## config.mk

```make
export PLATFORM = sky130hd
export DESIGN_NAME = sjis_to_iso2022jp_encoder_flat
export DESIGN_NICKNAME = d
export VERILOG_FILES = /design/src/sjis_pkg.sv /design/src/sjis_if.sv /design/src/sjis_decode.sv /design/src/sjis_serial.sv /design/src/sjis_to_iso2022jp_encoder.sv /design/src/flat_wrapper.sv
export SDC_FILE = /design/constraint.sdc
export NUM_CORES = 1
export LEC_CHECK = 0
export BUFFER_PORTS_ARGS = -buffer_cell sky130_fd_sc_hd__buf_4
export CAP_MARGIN = 0
export CORE_MARGIN = 2
export CORE_UTILIZATION = 39
export DETAILED_ROUTE_END_ITERATION = 7
export PLACE_DENSITY_LB_ADDON = 0.08
export REMOVE_ABC_BUFFERS = 1
export SLEW_MARGIN = 40
export SYNTH_ARGS = -nofsm -noshare
export SYNTH_HDL_FRONTEND = slang
export SYNTH_HIERARCHICAL = 1
export SYNTH_SLANG_ARGS = --single-unit
```

## constraint.sdc

```tcl
create_clock -name clk -period 4.4 [get_ports clk]
set_input_delay 0.44 -clock clk [delete_from_list [all_inputs] [get_ports clk]]
set_output_delay 0.44 -clock clk [all_outputs]
set_load 0.005 [all_outputs]
```

## src/sjis_pkg.sv

```systemverilog
// Shared types, byte constants and byte-class functions for the Shift_JIS
// to ISO-2022-JP encoder. No dependencies; all files but sjis_if and sjis_chk import it.
`timescale 1ns / 1ps
`default_nettype none

package sjis_pkg;

  typedef logic [7:0] byte_t;

  // Most output bytes one input item can cause: a three-byte escape and a kanji pair.
  localparam int unsigned RUN_MAX = 5;
  localparam int unsigned CNT_W   = $clog2(RUN_MAX + 1);
  localparam int unsigned IDX_W   = $clog2(RUN_MAX);

  // Character set codes; the unused fourth code behaves as ASCII.
  typedef logic [1:0] cset_t;
  localparam cset_t CS_ASCII = 2'd0;
  localparam cset_t CS_KANA  = 2'd1;
  localparam cset_t CS_KANJI = 2'd2;

  // Escape sequence bytes.
  localparam byte_t ESC_CODE   = 8'h1B;
  localparam byte_t ESC_PAREN  = 8'h28;
  localparam byte_t ESC_DOLLAR = 8'h24;
  localparam byte_t FINAL_B    = 8'h42;
  localparam byte_t FINAL_I    = 8'h49;

  // Row and cell arithmetic constants.
  localparam byte_t ROW_HIGH_ADJ = 8'h40;
  localparam byte_t ROW_BASE     = 8'h70;
  localparam byte_t CELL_HI_BASE = 8'h7D;
  localparam byte_t CELL_LO_BASE = 8'h1F;
  localparam byte_t CELL_SPLIT   = 8'h9E;

  // One run of output bytes with its length, handed from decode to the output stage.
  typedef struct packed {
    logic [RUN_MAX-1:0][7:0] bytes;
    logic [CNT_W-1:0]        cnt;
  } run_t;

  function automatic logic is_ascii(input byte_t b);
    return b <= 8'h7F;
  endfunction

  function automatic logic is_kana(input byte_t b);
    return (b >= 8'hA1) && (b <= 8'hDF);
  endfunction

  function automatic logic is_lead(input byte_t b);
    return ((b >= 8'h81) && (b <= 8'h9F)) || ((b >= 8'hE0) && (b <= 8'hFC));
  endfunction

  function automatic logic is_trail(input byte_t b);
    return ((b >= 8'h40) && (b <= 8'h7E)) || ((b >= 8'h80) && (b <= 8'hFC));
  endfunction

  // Turns a lead and trail pair into JIS row (upper byte) and cell (lower byte).
  // All arithmetic wraps at eight bits.
  function automatic logic [15:0] kanji_row_cell(input byte_t lead, input byte_t trail);
    byte_t row;
    byte_t cell_b;
    byte_t base;
    row    = lead;
    cell_b = trail;
    if (row >= 8'hE0) begin
      row = row - ROW_HIGH_ADJ;
    end
    if (cell_b >= 8'h80) begin
      cell_b = cell_b - 8'd1;
    end
    base = row - ROW_BASE;
    if (cell_b >= CELL_SPLIT) begin
      row    = {base[6:0], 1'b0};
      cell_b = cell_b - CELL_HI_BASE;
    end else begin
      row    = {base[6:0], 1'b0} - 8'd1;
      cell_b = cell_b - CELL_LO_BASE;
    end
    return {row, cell_b};
  endfunction

endpackage

`default_nettype wire

```

## src/sjis_if.sv

```systemverilog
// Valid/ready channel interfaces for the encoder's input and result items.
// Depends on nothing; payload widths are fixed byte and flag fields.
`timescale 1ns / 1ps
`default_nettype none

interface sjis_in_if;
  logic       valid;
  logic       ready;
  logic [7:0] in_byte;
  logic       end_of_text;

  modport source (output valid, output in_byte, output end_of_text, input ready);
  modport sink   (input valid, input in_byte, input end_of_text, output ready);
endinterface

interface sjis_out_if;
  logic       valid;
  logic       ready;
  logic [7:0] out_byte;
  logic       last_of_run;

  modport source (output valid, output out_byte, output last_of_run, input ready);
  modport sink   (input valid, input out_byte, input last_of_run, output ready);
endinterface

`default_nettype wire

```

## src/sjis_decode.sv

```systemverilog
// Decode stage: holds the character set and pending lead byte, and turns one
// accepted input item into a run of up to five output bytes. Uses sjis_pkg.
`timescale 1ns / 1ps
`default_nettype none

module sjis_decode (
  input  wire logic           clk,
  input  wire logic           rst_n,
  input  wire logic           accept,
  input  wire sjis_pkg::byte_t in_byte,
  input  wire logic           end_of_text,
  output sjis_pkg::run_t      run
);
  import sjis_pkg::*;

  cset_t char_set_r;
  cset_t char_set_nxt;
  byte_t held_lead_r;
  byte_t held_lead_nxt;
  logic  lead_waiting_r;
  logic  lead_waiting_nxt;

  logic  esc;
  byte_t esc_b1;
  byte_t esc_b2;
  byte_t pay0;
  byte_t pay1;
  logic [1:0] pcnt;

  // Classify the byte against the current state and choose the escape and payload.
  always_comb begin
    cset_t cs;
    cs               = lead_waiting_r ? CS_ASCII : char_set_r;
    esc              = 1'b0;
    esc_b1           = ESC_PAREN;
    esc_b2           = FINAL_B;
    pay0             = '0;
    pay1             = '0;
    pcnt             = 2'd0;
    char_set_nxt     = char_set_r;
    held_lead_nxt    = held_lead_r;
    lead_waiting_nxt = lead_waiting_r;
    if (accept) begin
      lead_waiting_nxt = 1'b0;
      if (lead_waiting_r && is_trail(in_byte)) begin
        // Second byte of a kanji pair.
        esc          = (char_set_r != CS_KANJI);
        esc_b1       = ESC_DOLLAR;
        esc_b2       = FINAL_B;
        {pay0, pay1} = kanji_row_cell(held_lead_r, in_byte);
        pcnt         = 2'd2;
        char_set_nxt = CS_KANJI;
      end else begin
        // A first byte, or a bad trail handled afresh with the set back at ASCII.
        char_set_nxt = cs;
        if (is_ascii(in_byte)) begin
          esc          = (cs == CS_KANA) || (cs == CS_KANJI);
          esc_b2       = FINAL_B;
          pay0         = in_byte;
          pcnt         = 2'd1;
          char_set_nxt = CS_ASCII;
        end else if (is_kana(in_byte)) begin
          esc          = (cs != CS_KANA);
          esc_b2       = FINAL_I;
          pay0         = in_byte;
          pcnt         = 2'd1;
          char_set_nxt = CS_KANA;
        end else if (is_lead(in_byte) && !end_of_text) begin
          held_lead_nxt    = in_byte;
          lead_waiting_nxt = 1'b1;
        end else begin
          char_set_nxt = CS_ASCII;
        end
      end
    end
  end

  // Pack the escape, if any, ahead of the payload.
  always_comb begin
    run.bytes = '0;
    if (esc) begin
      run.bytes[0] = ESC_CODE;
      run.bytes[1] = esc_b1;
      run.bytes[2] = esc_b2;
      run.bytes[3] = pay0;
      run.bytes[4] = pay1;
      run.cnt      = CNT_W'(3) + CNT_W'(pcnt);
    end else begin
      run.bytes[0] = pay0;
      run.bytes[1] = pay1;
      run.cnt      = CNT_W'(pcnt);
    end
  end

  // Conversion state.
  always_ff @(posedge clk) begin
    if (!rst_n) begin
      char_set_r     <= CS_ASCII;
      held_lead_r    <= '0;
      lead_waiting_r <= 1'b0;
    end else begin
      char_set_r     <= char_set_nxt;
      held_lead_r    <= held_lead_nxt;
      lead_waiting_r <= lead_waiting_nxt;
    end
  end

endmodule

`default_nettype wire

```

## src/sjis_serial.sv

```systemverilog
// Output stage: registers one run of bytes and hands them out one item per
// cycle while the result channel is ready. Uses sjis_pkg and sjis_out_if.
`timescale 1ns / 1ps
`default_nettype none

module sjis_serial (
  input  wire logic          clk,
  input  wire logic          rst_n,
  input  wire logic          load,
  input  wire sjis_pkg::run_t run,
  output logic               can_load,
  sjis_out_if.source         out_ch
);
  import sjis_pkg::*;

  logic [RUN_MAX-1:0][7:0] bytes_r;
  logic [CNT_W-1:0]        cnt_r;
  logic [CNT_W-1:0]        cnt_nxt;
  logic [IDX_W-1:0]        idx_r;
  logic [IDX_W-1:0]        idx_nxt;
  logic                    is_last;
  logic                    pop;

  assign is_last  = (CNT_W'(idx_r) == (cnt_r - CNT_W'(1)));
  assign pop      = out_ch.valid && out_ch.ready;
  // A new run may be taken once the buffer is empty or its last byte leaves now.
  assign can_load = (cnt_r == '0) || (pop && is_last);

  assign out_ch.valid       = (cnt_r != '0);
  assign out_ch.out_byte    = bytes_r[idx_r];
  assign out_ch.last_of_run = is_last;

  // Run length and read position.
  always_comb begin
    cnt_nxt = cnt_r;
    idx_nxt = idx_r;
    if (load) begin
      cnt_nxt = run.cnt;
      idx_nxt = '0;
    end else if (pop) begin
      if (is_last) begin
        cnt_nxt = '0;
        idx_nxt = '0;
      end else begin
        idx_nxt = idx_r + IDX_W'(1);
      end
    end
  end

  always_ff @(posedge clk) begin
    if (!rst_n) begin
      cnt_r <= '0;
      idx_r <= '0;
    end else begin
      cnt_r <= cnt_nxt;
      idx_r <= idx_nxt;
    end
  end

  // Run bytes need no reset.
  always_ff @(posedge clk) begin
    if (load) begin
      bytes_r <= run.bytes;
    end
  end

endmodule

`default_nettype wire

```

## src/sjis_to_iso2022jp_encoder.sv

```systemverilog
// Top level of the Shift_JIS to ISO-2022-JP encoder: decode stage and
// output stage. Uses sjis_pkg, sjis_if, sjis_decode and sjis_serial.
//
// Each input item is decoded in the cycle it is accepted and its output
// bytes (none to five: an optional escape of three bytes, then one
// character byte or a kanji row and cell pair) are registered as one run.
// The run leaves on the result channel one item per cycle while the receiver
// is ready, the final one flagged with last_of_run. A new input item is
// accepted when the run register is empty or in the same cycle its last byte
// is taken, so an item holds the block until all its output bytes have gone;
// items with no output (a kanji lead, a dropped byte) go through at one per
// cycle. The single output byte port sets this limit.
// A kanji lead byte is held until its trail arrives; no closing escape is
// sent at end of text and the character set carries over to the next text.
`timescale 1ns / 1ps
`default_nettype none

module sjis_to_iso2022jp_encoder (
  input  wire logic clk,
  input  wire logic rst_n,
  sjis_in_if.sink   in_ch,
  sjis_out_if.source out_ch
);
  import sjis_pkg::*;

  run_t run;
  logic can_load;
  logic accept;

  assign in_ch.ready = can_load;
  assign accept      = in_ch.valid && can_load;

  // Decode of the accepted item and conversion state.
  sjis_decode u_decode (
    .clk         (clk),
    .rst_n       (rst_n),
    .accept      (accept),
    .in_byte     (in_ch.in_byte),
    .end_of_text (in_ch.end_of_text),
    .run         (run)
  );

  // Run register and byte-wise output.
  sjis_serial u_serial (
    .clk      (clk),
    .rst_n    (rst_n),
    .load     (accept),
    .run      (run),
    .can_load (can_load),
    .out_ch   (out_ch)
  );

endmodule

`default_nettype wire

```

## src/flat_wrapper.sv

```systemverilog
// flat-port wrapper written by rule: the top's interface ports become plain ports
module sjis_to_iso2022jp_encoder_flat import sjis_pkg::*;
  (clk, rst_n, in_ch_valid, in_ch_in_byte, in_ch_end_of_text, in_ch_ready, out_ch_valid, out_ch_out_byte, out_ch_last_of_run, out_ch_ready);
  sjis_in_if in_ch_i ();
  sjis_out_if out_ch_i ();
  input  wire logic clk;
  input  wire logic rst_n;
  input wire logic [$bits(in_ch_i.valid)-1:0] in_ch_valid;
  input wire logic [$bits(in_ch_i.in_byte)-1:0] in_ch_in_byte;
  input wire logic [$bits(in_ch_i.end_of_text)-1:0] in_ch_end_of_text;
  output wire logic [$bits(in_ch_i.ready)-1:0] in_ch_ready;
  output wire logic [$bits(out_ch_i.valid)-1:0] out_ch_valid;
  output wire logic [$bits(out_ch_i.out_byte)-1:0] out_ch_out_byte;
  output wire logic [$bits(out_ch_i.last_of_run)-1:0] out_ch_last_of_run;
  input wire logic [$bits(out_ch_i.ready)-1:0] out_ch_ready;
  assign in_ch_i.valid = in_ch_valid;
  assign in_ch_i.in_byte = in_ch_in_byte;
  assign in_ch_i.end_of_text = in_ch_end_of_text;
  assign in_ch_ready = in_ch_i.ready;
  assign out_ch_valid = out_ch_i.valid;
  assign out_ch_out_byte = out_ch_i.out_byte;
  assign out_ch_last_of_run = out_ch_i.last_of_run;
  assign out_ch_i.ready = out_ch_ready;
  sjis_to_iso2022jp_encoder u_core (.clk(clk), .rst_n(rst_n), .in_ch(in_ch_i), .out_ch(out_ch_i));
endmodule
```

==> metrics.md <==
| Metric | Value |
|---|---|
| Outcome | completed |
| Area grow syn2layout | 11.8% |
| Vias in the first global route | 2,960 |
| Critical Path, Cell by Cell | buf_4 > inv_1 > ha_1 > nor4bb_1 > nor3_1 > or4_1 > a21oi_1 > nor2_1 > ha_1 > a21oi_1 > mux2i_1 > nor2_1 |
| DPL Wire Length | 7400 µm |
| Worst r2r src | u_core/u_serial/idx_r[1] |
| CTS tree | yes |
| Area of the die | roughly 11,000 µm² |
| Core ar. | 9730 µm² |
| Setup-failing EPs final | 0 |
| Die X | 104 µm |
| Post-CTS Setup Inserts | 0 |
| Largest cells by area after synthesis | edfxtp_1 31%, dfxtp_1 8.7%, mux4_2 4.6%, a21oi_1 3.9%, ha_1 3.9% |
| DR vias | approximately 3.2k |
| Via/cell ratio | 5.56 |
| Largest net degree at the start of global routing | 46 |
| Dpl ws | 0.769 ns |
| Post-synth EDFFs | 40 |
| Io pins | 24 |
| Peak VDD IR | 127 µV |
| Final hold violation count | 0 |
| Final period util | 0.754 |
| Routability Congestion | 0.906 |
| Synth top area share | 0.308 |
| Layout cells sized above 1 | 0.175 |
| Final core occ | 0.448 |
| Rel. slew slack | 0.504 |
| Slowest-stage cell, CP | or4_1 |
| Diode count | 0 |
| Clk_skew | approximately 0.0070 ns |
| Sink Count | 57 |
| Row count | 36 |
| PwrDens | 314 nW/µm² |
| Starting DRC count in detailed routing | 150 |
| Worst path arrival time | about 3.4 ns |
| Leakage | 1.65 nW |
| Worst R2R Path Depth | 14 |
| Starting Density | 0.400 |
| CTS HTree Levels | 3 |
| Hold_buf cts | 0 |
| Post-DRT Antenna Nets | 0 |
| Initial antenna violation count | 0 |
| Max incr delay on CP | 0.50 ns |
| Post-synthesis sequential area ratio | 0.396 |
| Post-Synthesis Cell Area | approximately 3900 µm² |
| Actual slew at the worst max-slew pin | 0.743 ns |
| YS warnings | 6 |
| Average wire per standard cell | 17.9 µm |
| Input/output buffers | 23 |
| DIE HEIGHT | a little over 100 µm |
| Finished Cell Area | 4360 µm² |
| Max Fclk | 301 MHz |
| Global-route wire length before repair | 16,300 µm |
| Main synth FF type | edfxtp_1 |
| Area leader, netlist | edfxtp_1 |
| CTS max path bufs | 2 |
| Nets@finish | 455 |
| TNS Setup | 0 ns |
| Fin. max-slew vios | 0 |
| CP endpoint kind | flop |
| Final worst slack | 1.08 ns |
| Root Driver | clkbuf_8 |
| TritonCTS Buffers | 9 |
| Global route total overflow | 0 |
| Final wirelength | 10,200 µm |
| Async S/R FF share, synth | 0 |
| Hold/Removal Path Class | in -> reg |
| Min-delay src | out_ch_ready |
| Commonest cells after routing, fill and taps aside | 40 x edfxtp_1, 35 x nor2_1, 32 x nand2_1 |
| Critical path class | in -> reg |
| DRC | 0 |
| Yosys reg bits | 57 |
| Commonest non-fill, non-tap cell in the layout | edfxtp_1 |
| 1st-pass router iterations | 5 |
| Clock Latency Late Sink | 0.34 ns |
| Worst Hold Path Cells | 3 |
| Max-cap violations | 0 |
| Crit path max fanout | 14 |
| Clk slew on worst S/H paths | 0.06 ns |
| Netlist cell types | 68 |
| Worst Path Required | about 4.5 ns |
| Min Tclk post-route | about 3.3 ns |
| Unrepaired setup endpoints after global routing | no |
| Placed cell areas | 4150 µm² |
| Cts repair resizes | 0 |
| Mean Syn Cell Area | 9.41 µm² |
| Crit path launch | in_ch_in_byte[1] |
| CP Launch Type | input pin |
| GRT Total Usage | 0.194 |
| Synthesized instance count | 414 |
[registers in the layout, summed over array words and instances (netlist names)]
register and count:
u_core/u_decode/char_set_r 2, u_core/u_decode/held_lead_r 8, u_core/u_decode/lead_waiting_r 1, u_core/u_serial/bytes_r 40, u_core/u_serial/cnt_r 3, u_core/u_serial/idx_r 3
[per-layer routing]
metal,vias to the layer above,track usage,wire [µm]
met5,-,0,0
met4,0,0.0608,169
met3,13,0.0420,502
met2,90,0.293,4650
met1,1506,0.277,4830
li1,1551,-,-
[synth_stat cells, types with 3 or more instances]
cell and n:
edfxtp_1 40, a21boi_0 3, nand2_1 32, dfxtp_1 17, or2_2 6, nor4_1 6, nor3_1 9, clkbuf_1 10
o31a_1 3, a31oi_1 10, mux4_2 8, o21ai_0 23, inv_1 30, a32o_1 3, a211oi_1 3, a311oi_1 4
or3_1 7, mux2i_1 8, nor2_1 35, o211ai_1 4, buf_4 8, nand3_1 12, nand2b_1 7, a21oi_1 30
xor2_1 6, buf_2 7, nand4_1 3, ha_1 12, and2_1 4, nor2b_1 11
[critical path, delay by kind of cell]
kind / cells / cell delay [ns]
buffers and inverters: 2 / 0.32
and+or+nand+nor: 5 / 1.31
adders and majority gates: 2 / 0.63
muxes: 1 / 0.26
AOI/OAI and AO/OA: 2 / 0.43
[final cells by class]
cell class                      instances  area [µm²]
Multi-Input combinational cell        300        2100
Sequential cell                        57        1540
Tap cell                              133         166
Clock inverter                          3        38.8
Fill cell                             994        5370
Inverter                               32         120
Timing Repair Buffer                   30         225
Clock buffer                           13         169
[cells by family after synthesis]
logic type / after synthesis / synth area share
and+or+nand+nor: 153 / 0.222
other: 1 / 0.000962
muxes: 16 / 0.0668
AOI/OAI and AO/OA: 105 / 0.179
xor gates and xnor gates: 10 / 0.0279
DFF: 57 / 0.396
adders and majority gates: 12 / 0.0385
buffers and inverters: 60 / 0.0697
[power by group]
part,total [mW],switching [mW],leakage [nW],internal (mW)
Combinational,0.230,0.141,0.997,0.0888
Sequential,0.626,0.0119,0.542,0.614
Clock,0.512,0.207,0.107,0.305
Total,1.37,0.359,1.65,1.01
[worst paths after layout]
check        slack (ns)                          end
max reg2reg        1.13  u_core/u_serial/bytes_r[14]
max                1.08  u_core/u_serial/bytes_r[14]
min                0.41     u_core/u_serial/idx_r[1]
min reg2reg        0.47     u_core/u_serial/cnt_r[1]
[metrics by stage]
step / power, mW / instances / hold WS [ns]
3_5_place_dp: 0.867 / 552 / 0.461
4_1_cts: 1.38 / 568 / 0.396
2_1_floorplan: 0.772 / 389 / 0.442
6_report: 1.37 / 568 / 0.414
5_1_grt: 1.44 / 568 / 0.423
3_3_place_gp: 0.865 / 552 / 0.457
Note: power is estimated with default switching activity, not from simulation.
